===== src/rtl/core/delf_pkg.sv =====
// ----------------------------------------------------------------------------
// Deblocking edge line filter package
// Shared types, register map and step-size helpers for the line filter.
// ----------------------------------------------------------------------------
package delf_pkg;

    localparam int PIX_W = 8;
    localparam int QP_W  = 5;

    // Register map, by word index.
    localparam int ADDR_W = 3;
    localparam logic [0:0] REG_SOFT_ENABLE = 1'b0;

    typedef logic [PIX_W-1:0] pix_t;

    // One line of pixels around the edge plus its side information.
    typedef struct packed {
        pix_t            pm3;
        pix_t            pm2;
        pix_t            pm1;
        pix_t            p0;
        pix_t            p1;
        pix_t            p2;
        logic [QP_W-1:0] qp;
        logic            cols;
        logic            strong_here;
        logic            strong_neighbor;
    } line_t;

    // One filtered line.
    typedef struct packed {
        pix_t pm3;
        pix_t pm2;
        pix_t pm1;
        pix_t p0;
        pix_t p1;
        pix_t p2;
        logic was_filtered;
        logic used_hard;
    } result_t;

    // After the first stage: edge decision made, pair differences known.
    typedef struct packed {
        pix_t              pm3;
        pix_t              pm2;
        pix_t              pm1;
        pix_t              p0;
        pix_t              p1;
        pix_t              p2;
        logic signed [8:0] d_next;
        logic signed [8:0] d_outer;
        logic              filt;
        logic              hard;
        logic              cols;
    } stage1_t;

    // After the second stage: signed corrections and the inner average.
    typedef struct packed {
        pix_t              pm3;
        pix_t              pm2;
        pix_t              pm1;
        pix_t              p0;
        pix_t              p1;
        pix_t              p2;
        pix_t              avg;
        logic signed [7:0] delta_next;
        logic signed [7:0] delta_outer;
        logic              filt;
        logic              hard;
    } stage2_t;

    // Magnitude of a 9-bit signed pixel difference.
    function automatic pix_t abs_diff(input logic signed [8:0] d);
        logic [8:0] neg;
        neg = ~d + 9'd1;
        return d[8] ? neg[7:0] : d[7:0];
    endfunction

    // (mag + bias) >> shift, with bias 3/shift 2, 7/3 or 14/3.
    function automatic logic [6:0] round_step(input pix_t mag, input logic [3:0] bias,
                                              input logic by_four);
        logic [8:0] sum;
        sum = {1'b0, mag} + {5'd0, bias};
        return by_four ? sum[8:2] : {1'b0, sum[8:3]};
    endfunction

    // Signed correction applied to the earlier pixel of a pair.
    function automatic logic signed [7:0] signed_step(input logic [6:0] mag,
                                                      input logic neg);
        logic [7:0] m;
        m = {1'b0, mag};
        return neg ? -$signed(m) : $signed(m);
    endfunction

endpackage


===== src/rtl/core/deblocking_edge_line_filter_core.sv =====
// ----------------------------------------------------------------------------
// Deblocking edge line filter core
// Filters one six-pixel line across an 8x8 block edge per transaction.
// ----------------------------------------------------------------------------
// Usage:
//   Each input transaction on the s_axis channel carries one line of six
//   pixels (three before and three after the edge), the quantizer and the
//   edge flags. Each output transaction on the m_axis channel carries the
//   filtered line with two status bits. Lines are independent, one result
//   per line, in order.
//   m_axis_tvalid rises once a line has passed all three register stages.
//   The throughput is one line per cycle while the receiver keeps
//   m_axis_tready high; the stages are the edge test, the step-size
//   computation and the pixel update with output register.
//   When the receiver stalls, stages fill up in place and bubbles close, so
//   s_axis_tready only drops once all three stages hold a line.
//   Reset empties the pipeline and sets soft_enable to 1.
//   soft_enable sits at byte address 0 of the APB port and is sampled when a
//   line enters; change it only while no line is in flight.
// ----------------------------------------------------------------------------
module deblocking_edge_line_filter_core
    import delf_pkg::*;
(
    input  logic              clk,
    input  logic              rst_n,
    // APB configuration port
    input  logic              psel,
    input  logic              penable,
    input  logic              pwrite,
    input  logic [ADDR_W-1:0] paddr,
    input  logic [31:0]       pwdata,
    output logic [31:0]       prdata,
    output logic              pready,
    // Input line
    input  logic              s_axis_tvalid,
    output logic              s_axis_tready,
    // pixel_m3, pixel_m2, pixel_m1, pixel_0, pixel_p1, pixel_p2 (8 each), qp (5), pad
    input  logic [55:0]       s_axis_tdata,
    // across_columns, strong_here, strong_neighbor
    input  logic [2:0]        s_axis_tuser,
    // Filtered line
    output logic              m_axis_tvalid,
    input  logic              m_axis_tready,
    // out_m3, out_m2, out_m1, out_0, out_p1, out_p2 (8 each)
    output logic [47:0]       m_axis_tdata,
    // was_filtered, used_hard
    output logic [1:0]        m_axis_tuser
);

    logic    soft_enable_reg;
    logic    cfg_write;
    logic    sel_soft;
    line_t   in_item;
    result_t out_item;

    // Register decode: one word, selected by the word index of paddr.
    assign pready    = 1'b1;
    assign sel_soft  = (paddr[ADDR_W-1:2] == REG_SOFT_ENABLE);
    assign cfg_write = psel && penable && pwrite && pready;
    assign prdata    = sel_soft ? {31'd0, soft_enable_reg} : 32'd0;

    always_ff @(posedge clk or negedge rst_n)
    begin
        if (!rst_n)
        begin
            soft_enable_reg <= 1'b1;
        end
        else if (cfg_write && sel_soft)
        begin
            soft_enable_reg <= pwdata[0];
        end
    end

    // Unpack the input transaction.
    always_comb
    begin
        in_item.pm3             = s_axis_tdata[7:0];
        in_item.pm2             = s_axis_tdata[15:8];
        in_item.pm1             = s_axis_tdata[23:16];
        in_item.p0              = s_axis_tdata[31:24];
        in_item.p1              = s_axis_tdata[39:32];
        in_item.p2              = s_axis_tdata[47:40];
        in_item.qp              = s_axis_tdata[52:48];
        in_item.cols            = s_axis_tuser[0];
        in_item.strong_here     = s_axis_tuser[1];
        in_item.strong_neighbor = s_axis_tuser[2];
    end

    delf_pipe u_pipe
    (
        .clk         (clk),
        .rst_n       (rst_n),
        .soft_enable (soft_enable_reg),
        .in_valid    (s_axis_tvalid),
        .in_ready    (s_axis_tready),
        .in_item     (in_item),
        .out_valid   (m_axis_tvalid),
        .out_ready   (m_axis_tready),
        .out_item    (out_item)
    );

    // Pack the output transaction.
    assign m_axis_tdata = {out_item.p2, out_item.p1, out_item.p0,
                           out_item.pm1, out_item.pm2, out_item.pm3};
    assign m_axis_tuser = {out_item.used_hard, out_item.was_filtered};

endmodule


===== src/rtl/core/delf_pipe.sv =====
// ----------------------------------------------------------------------------
// Deblocking edge line filter pipeline
// Three-stage datapath: edge test, step sizes, pixel update and output.
// ----------------------------------------------------------------------------
module delf_pipe
    import delf_pkg::*;
(
    input  logic    clk,
    input  logic    rst_n,
    input  logic    soft_enable,
    input  logic    in_valid,
    output logic    in_ready,
    input  line_t   in_item,
    output logic    out_valid,
    input  logic    out_ready,
    output result_t out_item
);

    logic    vld1_reg, vld2_reg, vld3_reg;
    logic    en1, en2, en3;
    stage1_t s1_reg, s1_next;
    stage2_t s2_reg, s2_next;
    result_t s3_reg, s3_next;

    // Each stage moves when it is empty or the stage after it moves.
    assign en3      = !vld3_reg || out_ready;
    assign en2      = !vld2_reg || en3;
    assign en1      = !vld1_reg || en2;
    assign in_ready = en1;

    // Stage 1: edge test and pair differences.
    always_comb
    begin
        logic signed [8:0] d_edge;
        pix_t              mag;
        logic              nonzero;
        logic              pass_hard;
        logic              pass_soft;
        logic              hard;
        d_edge    = $signed({1'b0, in_item.p0}) - $signed({1'b0, in_item.pm1});
        mag       = abs_diff(d_edge);
        nonzero   = (d_edge != 9'sd0);
        pass_hard = nonzero && (mag < {2'b00, in_item.qp, 1'b0});
        pass_soft = nonzero && (mag < {3'b000, in_item.qp}) && soft_enable;
        hard      = in_item.strong_here && in_item.strong_neighbor;

        s1_next.pm3     = in_item.pm3;
        s1_next.pm2     = in_item.pm2;
        s1_next.pm1     = in_item.pm1;
        s1_next.p0      = in_item.p0;
        s1_next.p1      = in_item.p1;
        s1_next.p2      = in_item.p2;
        s1_next.d_next  = $signed({1'b0, in_item.p1}) - $signed({1'b0, in_item.pm2});
        s1_next.d_outer = $signed({1'b0, in_item.p2}) - $signed({1'b0, in_item.pm3});
        s1_next.filt    = hard ? pass_hard : pass_soft;
        s1_next.hard    = hard;
        s1_next.cols    = in_item.cols;
    end

    // Stage 2: closing steps and the inner average.
    always_comb
    begin
        logic [8:0] pair_sum;
        logic [3:0] bias_outer;
        logic [6:0] step_next;
        logic [6:0] step_outer;
        pair_sum   = {1'b0, s1_reg.pm1} + {1'b0, s1_reg.p0}
                   + {8'd0, s1_reg.cols && !s1_reg.hard};
        // Column edges with a falling outer pair take the stronger step.
        bias_outer = (s1_reg.cols && s1_reg.d_outer[8]) ? 4'd14 : 4'd7;
        step_next  = round_step(abs_diff(s1_reg.d_next), 4'd3, 1'b0);
        if (s1_reg.hard)
        begin
            step_next = round_step(abs_diff(s1_reg.d_next), 4'd3, 1'b1);
        end
        else
        begin
            step_next = round_step(abs_diff(s1_reg.d_next), 4'd7, 1'b0);
        end
        step_outer = round_step(abs_diff(s1_reg.d_outer), bias_outer, 1'b0);

        s2_next.pm3         = s1_reg.pm3;
        s2_next.pm2         = s1_reg.pm2;
        s2_next.pm1         = s1_reg.pm1;
        s2_next.p0          = s1_reg.p0;
        s2_next.p1          = s1_reg.p1;
        s2_next.p2          = s1_reg.p2;
        s2_next.avg         = pair_sum[8:1];
        s2_next.delta_next  = signed_step(step_next, s1_reg.d_next[8]);
        s2_next.delta_outer = signed_step(step_outer, s1_reg.d_outer[8]);
        s2_next.filt        = s1_reg.filt;
        s2_next.hard        = s1_reg.hard;
    end

    // Stage 3: apply the corrections.
    always_comb
    begin
        logic [8:0] dn;
        logic [8:0] dout;
        logic [8:0] pm2_sum, p1_sum, pm3_sum, p2_sum;
        dn      = {s2_reg.delta_next[7], s2_reg.delta_next};
        dout    = {s2_reg.delta_outer[7], s2_reg.delta_outer};
        pm2_sum = {1'b0, s2_reg.pm2} + dn;
        p1_sum  = {1'b0, s2_reg.p1} - dn;
        pm3_sum = {1'b0, s2_reg.pm3} + dout;
        p2_sum  = {1'b0, s2_reg.p2} - dout;

        s3_next.pm3          = s2_reg.pm3;
        s3_next.pm2          = s2_reg.pm2;
        s3_next.pm1          = s2_reg.pm1;
        s3_next.p0           = s2_reg.p0;
        s3_next.p1           = s2_reg.p1;
        s3_next.p2           = s2_reg.p2;
        s3_next.was_filtered = s2_reg.filt;
        s3_next.used_hard    = s2_reg.hard;
        if (s2_reg.filt)
        begin
            s3_next.pm2 = pm2_sum[7:0];
            s3_next.pm1 = s2_reg.avg;
            s3_next.p0  = s2_reg.avg;
            s3_next.p1  = p1_sum[7:0];
            if (s2_reg.hard)
            begin
                s3_next.pm3 = pm3_sum[7:0];
                s3_next.p2  = p2_sum[7:0];
            end
        end
    end

    always_ff @(posedge clk or negedge rst_n)
    begin
        if (!rst_n)
        begin
            vld1_reg <= 1'b0;
            vld2_reg <= 1'b0;
            vld3_reg <= 1'b0;
        end
        else
        begin
            if (en1)
            begin
                vld1_reg <= in_valid;
            end
            if (en2)
            begin
                vld2_reg <= vld1_reg;
            end
            if (en3)
            begin
                vld3_reg <= vld2_reg;
            end
        end
    end

    always_ff @(posedge clk)
    begin
        if (en1)
        begin
            s1_reg <= s1_next;
        end
        if (en2)
        begin
            s2_reg <= s2_next;
        end
        if (en3)
        begin
            s3_reg <= s3_next;
        end
    end

    assign out_valid = vld3_reg;
    assign out_item  = s3_reg;

    // A full, stalled pipeline is the only reason to refuse input.
    a_ready_only_when_full: assert property (@(posedge clk) disable iff (!rst_n)
        !in_ready |-> (vld1_reg && vld2_reg && vld3_reg && !out_ready))
        else $error("input refused while the pipeline has room");

    // A held middle stage keeps its contents.
    a_stage2_holds: assert property (@(posedge clk) disable iff (!rst_n)
        (vld2_reg && !en2) |=> (vld2_reg && $stable(s2_reg)))
        else $error("stage 2 changed while stalled");

    // Any filtered line leaves the inner pair equal.
    a_inner_pair_equal: assert property (@(posedge clk) disable iff (!rst_n)
        (vld3_reg && s3_reg.was_filtered) |-> (s3_reg.pm1 == s3_reg.p0))
        else $error("filtered inner pair differs");

    // Soft filtering is never reported while it is switched off at entry.
    a_soft_off: assert property (@(posedge clk) disable iff (!rst_n)
        (en1 && in_valid && !soft_enable && !(in_item.strong_here && in_item.strong_neighbor))
        |=> !s1_reg.filt)
        else $error("soft filter applied while disabled");

endmodule

===== config.mk =====
export PLATFORM = sky130hd
export DESIGN_NAME = deblocking_edge_line_filter_core
export DESIGN_NICKNAME = d
export VERILOG_FILES = /design/src/rtl/core/delf_pkg.sv /design/src/rtl/core/deblocking_edge_line_filter_core.sv /design/src/rtl/core/delf_pipe.sv
export SDC_FILE = /design/constraint.sdc
export NUM_CORES = 1
export LEC_CHECK = 0
export BUFFER_PORTS_ARGS = -buffer_cell sky130_fd_sc_hd__clkbuf_2
export CAP_MARGIN = 20
export CORE_ASPECT_RATIO = 1.75
export CORE_UTILIZATION = 40
export CTS_BUF_LIST = sky130_fd_sc_hd__clkbuf_4
export DETAILED_ROUTE_END_ITERATION = 6
export PLACE_DENSITY_LB_ADDON = 0.1
export SYNTH_ARGS = -nofsm -noshare
export SYNTH_HDL_FRONTEND = slang
export SYNTH_SLANG_ARGS = --single-unit

===== constraint.sdc =====
create_clock -name clk -period 4.4 [get_ports clk]
set_input_delay 0.88 -clock clk [delete_from_list [all_inputs] [get_ports clk]]
set_output_delay 0.88 -clock clk [all_outputs]
set_load 0.02 [all_outputs]

==> results of run 1 <==
[metal layers]
| metal | vias up | global-route usage (%) |
|---|---|---|
| met2 | 149 | 32.12 |
| li1 | 3507 | - |
| met1 | 3247 | 15.59 |
| met3 | 36 | 3.844 |
| met5 | - | 0 |
| met4 | 0 | 7.262 |
[where the power goes]
part | internal (uW) | switching, uW
combinational | 845 | 1220
clock | 307 | 674
sequential | 2500 | 201
[worst max-delay path by stage]
| stage | cells past startpoint | slack, ps | to | start |
|---|---|---|---|---|
| after floorplan | 1 | 230 | u_pipe.s1_reg[0] | m_axis_tready |
| after global placement | 16 | 380 | u_pipe.s1_reg[2] | s_axis_tdata[24] |
| after detailed placement | 17 | 340 | u_pipe.s1_reg[2] | s_axis_tdata[24] |
| after CTS | 9 | 1010 | u_pipe.s2_reg[17] | u_pipe.s1_reg[12] |
| after global routing | 9 | 790 | u_pipe.s2_reg[17] | u_pipe.s1_reg[12] |
| final | 17 | 990 | u_pipe.s1_reg[2] | s_axis_tdata[24] |
[cell type report]
type / count / area (um2)
inverters: 107 / 401.6
well taps: 324 / 405.4
fillers: 2525 / 14650
flip-flops and latches: 197 / 5897
clock inverters: 15 / 161.4
multi-input cells: 595 / 4369
diodes: 1 / 2.502
repair buffers: 126 / 675.6
clock buffers: 17 / 127.6
[Yosys cell counts, drive strengths merged, types with 4 or more instances]
| cell | count |
|---|---|
| nand2 | 58 |
| a31o | 5 |
| nand3 | 6 |
| o211ai | 6 |
| o21bai | 11 |
| clkbuf | 13 |
| a21oi | 35 |
| a2111oi | 4 |
| edfxtp | 193 |
| nor2 | 44 |
| o21a | 7 |
| fa | 8 |
| xor2 | 21 |
| o311ai | 4 |
| inv | 107 |
| and3 | 4 |
| and2 | 5 |
| a31oi | 8 |
| mux2i | 5 |
| a211oi | 7 |
| a21boi | 4 |
| nor3 | 15 |
| xnor2 | 44 |
| nor2b | 18 |
| o21ai | 57 |
| a21o | 12 |
| or4 | 4 |
| ha | 74 |
| buf | 38 |
| nand2b | 18 |
| o2111ai | 8 |
| or3 | 9 |
| o31ai | 9 |
| mux2 | 14 |
[through the flow]
stage / area, um2 / setup WS, ps / util (%) / hold slack (ps)
after floorplan: 10990 / 227.1 / - / 400.3
after detailed placement: 11710 / 336.0 / 43.88 / 404.5
after CTS: 12010 / 1008 / 45.00 / 331.7
final: 12040 / 990.4 / 45.11 / 421.2
after global routing: 12040 / 791.7 / 45.11 / 333.2
after global placement: 11710 / 380.2 / 43.88 / 400.8
[worst register-to-register path, cell delays in order (launching register included)]
cell	delay, ps
edfxtp_1	540
inv_1	150
ha_1	380
nor3b_2	420
a31o_1	340
or2_1	180
nand4_1	110
a32o_1	320
or3b_1	400
o31a_1	310
[cell families after synthesis]
| logic type | count (synthesis) |
|---|---|
| simple gates | 202 |
| flops | 197 |
| compound gates | 195 |
| buf+inv | 158 |
| fa+ha+maj | 82 |
| xor+xnor | 65 |
| mux | 19 |
| other cells | 2 |
[layout by cell type (no fill, tap or decap), types with 19 or more instances in the layout]
cell,instances
xor2_1,19
conb_1,32
inv_1,106
o21ai_0,54
clkbuf_2,117
ha_1,74
nor2_1,44
a21oi_1,35
edfxtp_1,193
xnor2_1,44
nand2_1,58
==> metrics.cfg, run 1 <==
[setup_path]
reg2reg_depth = 9
path_delay_family = compound AO/OA/AOI/OAI gates
slowest_delay_ps = 400
path_cells = clkbuf_2 -> inv_1 -> ha_1 -> fa_1 -> nor2b_1 -> o2111ai_1 -> a31o_2 -> nand2_1 -> o21ai_0 -> ha_1 -> a21o_1 -> a21oi_1 -> nor2b_1 -> o21ai_0 -> nand3b_1 -> o31a_1 -> a211oi_1
cpMaxStageDelayCell = fa_1
crit_buf_inv = 2
r2r-end = u_pipe.s2_reg[17]
reg2reg_slack_ps = 1010
arrival_ps = 3870
endpoint_kind = flop
required_ps = 4860
cp_max_fo = 7
critical_path.startpoint_type = input pin
timing.rr.start = u_pipe.s1_reg[13]
critical_path_class = input pin to flop

[routing]
dr_wl_met2_um = 12110
wire_per_inst_um = 15.47
wl_um = 21380
wl_met1_um = 7870
wl_met3_um = 771
vias_per_cell = 5.021
first_pass_iters = 4
drt_iter0_drc = 237
ant_nets = 0
top_layer = met4
drc = 0
vias = 6939

[layout]
largest_reg_flops = 74
nNetsFinal = 1227
finalNonFillerCells = 1382
area_growth_pct = 10.66
drive_gt1_share_pct = 17.98

[cts]
clock_sinks = 197
worstSkewPairLatency_ps = 630
cts-buffers-inserted = 17
cts_tree = yes
cts_setup_buffers = 0
clkTransAtPathRegs_ps = 170
ctsHoldBuffers = 1
htree_levels = 4
clockBufferDepth = 2
cts_root_buf = clkbuf_4
cts_resized = 0

[sta]
drv_slew = 0
slew_headroom_pct = 39.00
finalCritPeriodShare_pct = 77.49
layout_min_cycle_time_ps = 3410
hold_viol_final = 0
fin_tns_setup_ps = 0
fmax_ghz = 0.2933
grt_setup_unrepaired = no
skew_ps = 25.42
setup-violations-final = 0
tightestPinTransition_ps = 915.0

[global_route]
grt_start_max_net_pins = 75
track_usage_pct = 16.19
grt_pass1_vias = 6989
antenna_found_initial = 1
grt_pass1_wl_um = 34140
overflow = 0

[synthesis]
synth_top_family_by_area = compound AO/OA/AOI/OAI gates
muxShareOfSynthArea_pct = 1.909
synthArstFlopShare_pct = 2.030
synth_edf_count = 193
synth_cells = 920
synth_top_area_cell = edfxtp_1
synth-adder-area-share_pct = 9.982
ys_warn_count = 0
yosysUniqueCellTypes = 73
yosys-top-cells-area = edfxtp_1 53%, ha_1 8.5%, inv_1 3.7%
syn_area_mm2 = 0.01088
ys.flop_type = edfxtp_1
ys_ff_latch = 197
synth_top_area_share_pct = 53.27
syn_area_per_cell_um2 = 11.83
synthSimpleGateAreaFrac_pct = 9.430
yosysSeqAreaShare_pct = 54.20
synth_xor_area_share_pct = 5.370
synth_compound_area_share_pct = 12.34

[power]
power_density_mw_per_mm2 = 477.3
power_uw = 5747
power.leakage_uw = 0.005101
peakVddDrop_mv = 0.1822

[run_status]
status = finished, final reports clean

[floorplan]
core_region_area_mm2 = 0.02669
start_util_pct = 40.77
die_area_mm2 = 0.02789
dieWidth_um = 126.7
io_pins = 186
die_y_um = 220.2
rows = 79

[placement]
gp_congestion = 0.8438
io_buffers = 117
place_inst = 1347
dp_hpwl_um = 16740

[worst_hold_path]
hp-class = flop to flop
min_to = u_pipe.s2_reg[33]
holdPathStages = 0
hp-start = u_pipe.s1_reg[28]

[flow_run]
drv_cap = 0

Note: power is estimated with default switching activity, not from simulation.
==> inputs of run 2 (changes only) <==
==> constraint.sdc (replaced) <==
create_clock -name clk -period 2.78 [get_ports clk]
set_input_delay 0.556 -clock clk [delete_from_list [all_inputs] [get_ports clk]]
set_output_delay 0.556 -clock clk [all_outputs]
set_load 0.02 [all_outputs]
==> run 2 against run 1 <==
Net effect:
- first-iteration DRC count rose by 22%
- final area rose by 8.8%
- setup slack worse by 980 ps
- cell count rose by 7.7%
- power rose by 67%
- via count is 5.8% higher
- worst hold slack got worse by 290 ps
- register-to-register slack got worse by 1000 ps
- non-clock buffer count is 105 higher
- global-route usage up 0.27 points
==> metrics.cfg, run 2 (synthesized netlist as in run 1, its figures left out) <==
[floorplan]
rows = 79
die_y_um = 220.2
die_area_mm2 = 0.02789
start_util_pct = 40.77
io_pins = 186
dieWidth_um = 126.7
core_region_area_mm2 = 0.02669

[setup_path]
critical_path_class = flop to flop
path_cells = buf_6 -> o31ai_4 -> buf_6 -> xor2_4 -> buf_6 -> a211oi_2 -> a31o_1 -> a32o_2 -> or3b_4 -> o31a_1
required_ps = 3150
arrival_ps = 3140
endpoint_kind = flop
cpMostUsedCell = buf_6
slowest_delay_ps = 440
cp_max_fo = 6
critical_path.startpoint_type = flop
cpMaxStageDelayCell = edfxtp_1

[power]
power_density_mw_per_mm2 = 732.7
power.leakage_uw = 0.005664
peakVddDrop_mv = 0.2637

[layout]
final_common_cell = edfxtp_1
drive_gt1_share_pct = 29.00
largest_reg_flops = 74
area_growth_pct = 20.40
utilization_pct = 49.09
final_cell_mix = 193 x edfxtp_1, 117 x clkbuf_2, 106 x buf_4
fin_area_mm2 = 0.01310
nNetsFinal = 1332

[worst_hold_path]
hp-class = input pin to flop

[cts]
cts-buffers-inserted = 17
clock_sinks = 197
clockBufferDepth = 2
worstSkewPairLatency_ps = 610
clkTransAtPathRegs_ps = 150
cts_tree = yes
htree_levels = 4
cts_root_buf = clkbuf_4

[routing]
vias = 7342
drt_iter0_drc = 289
wl_um = 22340
drc = 0
first_pass_iters = 4
ant_nets = 0
vias_per_cell = 4.934
wire_per_inst_um = 15.01

[run_status]
status = finished, final reports clean

[placement]
io_buffers = 117
gp_congestion = 0.8780
dp_hpwl_um = 17740
detailed_place.area_mm2 = 0.01246

[global_route]
use_met1_pct = 15.33
overflow = 0
grt_pass1_wl_um = 34780
use_met3_pct = 3.337
track_usage_pct = 16.46
grt.busiest_layer = met2
met2_usage_pct = 33.87
grt_pass1_vias = 7311
antenna_found_initial = 2
grt_start_max_net_pins = 76

[sta]
slew_headroom_pct = 39.36
hold_viol_final = 0
finalCritPeriodShare_pct = 99.79
grt_setup_unrepaired = yes
tightestPinTransition_ps = 909.6
setup-violations-final = 0
drv_slew = 0
layout_min_cycle_time_ps = 2774
fmax_ghz = 0.3605
skew_ps = 19.37

[flow_run]
drv_cap = 0

[run 2: worst paths after layout]
path,from,to,slack (ps),cells after the start
worst max-delay path,u_pipe.s1_reg[12],u_pipe.s2_reg[17],6,10
worst min-delay path,s_axis_tdata[40],u_pipe.s1_reg[21],130,1
worst max register to register,u_pipe.s1_reg[12],u_pipe.s2_reg[17],6,10
worst min register to register,u_pipe.s1_reg[29],u_pipe.s2_reg[34],440,0
max in group asynchronous,rst_n,soft_enable_reg,2300,2
min in group asynchronous,rst_n,u_pipe.vld1_reg,280,2
[run 2: layout make-up]
cell class	count	area, um2
Clock inverter	14	85.08
Fill cell	2488	13590
Multi-Input combinational cell	595	4692
Sequential cell	197	5897
Timing Repair Buffer	231	1479
Antenna cell	2	5.005
Clock buffer	18	135.1
Tap cell	324	405.4
Inverter	107	401.6
[run 2: worst max-delay path, delay by kind of cell (launching register included)]
kind                   cells  cell delay (ps)
buffers and inverters      3              440
flip-flops                 1              440
XOR/XNOR                   1              210
AND/OR/NAND/NOR            1              380
AO/OA/AOI/OAI              5             1060
[run 2: what timing repair did]
item / CTS / global route
pin swaps: 7 / 23
setup endpoints to repair: 6 / 12
gates resized for setup: 10 / 60
gates cloned: 0 / 0
hold buffers: 1 / 0
setup buffers: 3 / 9
hold endpoints to repair: 4 / 0
[run 2: power by group]
group          internal [uW]  switching (uW)
sequential              3960             256
clock                    354             941
combinational           1860            2230
total                   6170            3430
[run 2: metal layers]
layer	wire [um]	share of wire (%)	vias to the layer above
met5	0	0	-
met4	580	2.6	0
met3	588	2.6	34
li1	-	-	3705
met2	13210	59	118
met1	7954	36	3485
[run 2: stage by stage]
step	cells	total power (uW)	hold slack [ps]	TNS [ps]	setup slack (ps)
floorplan	950	6810	260.4	-108230	-1069
global placement	1442	8021	364.0	-891.1	-657.9
detailed placement	1442	8086	365.2	-881.0	-711.0
CTS	1477	9462	37.06	-42.53	-33.35
global route	1488	10300	29.12	-141.9	-73.54
finish	1488	9599	126.9	0	5.852
==> inputs of run 3 (changes only) <==
--- a/config.mk
+++ b/config.mk
@@ -7,11 +7,12 @@
 export LEC_CHECK = 0
 export BUFFER_PORTS_ARGS = -buffer_cell sky130_fd_sc_hd__clkbuf_2
 export CAP_MARGIN = 20
-export CORE_ASPECT_RATIO = 1.75
 export CORE_UTILIZATION = 40
 export CTS_BUF_LIST = sky130_fd_sc_hd__clkbuf_4
 export DETAILED_ROUTE_END_ITERATION = 6
 export PLACE_DENSITY_LB_ADDON = 0.1
+export REMOVE_ABC_BUFFERS = 1
 export SYNTH_ARGS = -nofsm -noshare
 export SYNTH_HDL_FRONTEND = slang
 export SYNTH_SLANG_ARGS = --single-unit
+export TNS_END_PERCENT = 100
==> run 3 against run 2 <==
Net effect:
- largest cell class unchanged
- sequential cell count stayed put
- critical path type is now input pin to flop
- cell count is 0.81% higher
- die area barely moved
==> metrics.cfg, run 3 (synthesized netlist as in run 1, its figures left out) <==
[routing]
vias = 7265
wl_met3_um = 613
first_pass_iters = 5
drc = 0
top_layer = met4
vias_per_cell = 4.843
ant_nets = 0
drt_iter0_drc = 289
wl_um = 22010
wire_per_inst_um = 14.67
wl_met1_um = 10680
dr_wl_met2_um = 10510

[placement]
gp_congestion = 0.8122
dp_hpwl_um = 16410
place_inst = 1456
post-place-ws_ps = -764.6
io_buffers = 117

[layout]
utilization_pct = 49.25
final_common_cell = edfxtp_1
finalNonFillerCells = 1500
area_growth_pct = 21.32
drive_gt1_share_pct = 28.84
nNetsFinal = 1328
final_cell_mix = 193 x edfxtp_1, 115 x clkbuf_2, 102 x inv_1
largest_reg_flops = 74

[cts]
clkTransAtPathRegs_ps = 180
cts-buffers-inserted = 17
clock_sinks = 197
clockBufferDepth = 2
worstSkewPairLatency_ps = 580
cts_root_buf = clkbuf_4
cts_tree = yes
htree_levels = 4

[floorplan]
die_area_mm2 = 0.02786
io_pins = 186
rows = 60
core_region_area_mm2 = 0.02680
dieWidth_um = 166.9
die_y_um = 166.9
start_util_pct = 40.60

[global_route]
antenna_found_initial = 1
grt_start_max_net_pins = 71
overflow = 0
grt_pass1_vias = 7146
track_usage_pct = 16.08
grt_pass1_wl_um = 35400

[sta]
setup_ws_ps = 2.532
setup-violations-final = 0
hold_viol_final = 0
grt_setup_unrepaired = yes
fmax_ghz = 0.3600
finalCritPeriodShare_pct = 99.91
skew_ps = 36.48
layout_min_cycle_time_ps = 2777
slew_headroom_pct = 61.61
drv_slew = 0
tightestPinTransition_ps = 575.8

[setup_path]
cp_max_fo = 3
critical_path_class = input pin to flop
endpoint_kind = flop
critical_path.startpoint_type = input pin
arrival_ps = 3190
reg2reg_slack_ps = 20
required_ps = 3200

[power]
power_density_mw_per_mm2 = 744.0
power_uw = 9821
peakVddDrop_mv = 0.2612
power.leakage_uw = 0.005699

[worst_hold_path]
hp-class = input pin to flop

[flow_run]
drv_cap = 0

[run_status]
status = finished, final reports clean

-- run 3: changes by cell type in the layout (fill, tap and decap cells not counted), moves of 3 or more --
cell      previous run  this run
a21oi_1             30        33
clkinv_2             4         1
a211oi_1             1         4
buf_12               1         4
clkinv_4             1         4
o21ai_0             48        45
inv_8                0         3
buf_4              106       100
a211oi_2             5         2
o21ai_1              7        10
clkinv_1             4         1
nor3_2               2         5
-- run 3: layout make-up --
| cell class | count | area [um2] |
|---|---|---|
| antenna | 1 | 2.502 |
| tap | 341 | 426.7 |
| multi-input combinational | 595 | 4664 |
| timing repair buffer | 227 | 1499 |
| clock buffer | 18 | 135.1 |
| clock inverter | 14 | 171.4 |
| sequential | 197 | 5897 |
| fill | 2439 | 13600 |
| inverter | 107 | 404.1 |
-- run 3: layer usage --
metal	track usage [%]	vias to the layer above
li1	-	3706
met1	21.14	3422
met2	27.31	123
met3	2.543	14
met4	4.670	0
met5	0	-
-- run 3: timing repair --
action / CTS / global route
setup buffers: 1 / 9
cloned: 0 / 0
hold buffers: 1 / 0
pin swaps: 3 / 31
gates resized for setup: 15 / 65
endpoints found under the setup margin: 4 / 9
hold endpoints to repair: 4 / 0
-- run 3: metrics by stage --
stage                     setup TNS (ps)  area, um2  hold WS (ps)
after floorplan                  -108720      10670         260.4
after global placement            -983.2      12470         367.7
after detailed placement          -972.9      12470         370.9
after CTS                              0      12860         83.10
after global routing              -389.7      13200         83.40
final                                  0      13200         141.2
-- run 3: worst paths after layout --
kind | start | endpoint | depth (start not counted)
setup / recovery | s_axis_tdata[24] | u_pipe.s1_reg[2] | 17
hold / removal | s_axis_tuser[0] | u_pipe.s1_reg[0] | 1
setup reg to reg | u_pipe.s1_reg[12] | u_pipe.s2_reg[17] | 10
hold reg to reg | u_pipe.s1_reg[29] | u_pipe.s2_reg[34] | 0
max in group asynchronous | rst_n | soft_enable_reg | 2
min in group asynchronous | rst_n | u_pipe.out_valid | 2
-- run 3: worst max-delay path: stages --
cell and delay, ps:
buf_8 70, inv_4 30, ha_4 150, fa_2 360
nor2b_4 160, o2111ai_4 160, a31o_4 280, nand2_4 60
o21ai_2 50, ha_1 290, a21o_1 190, a21oi_2 110
nor2b_1 50, o21ai_1 120, nand3b_1 80, o31a_1 280
a211oi_2 180
-- run 3: report_power, final --
group	leakage (uW)	total, uW	internal (uW)	switching [uW]
combinational	0.00353	3960	1820	2150
sequential	0.00201	4210	3950	256
clock	0.000167	1650	578	1070
total	0.00570	9820	6350	3470
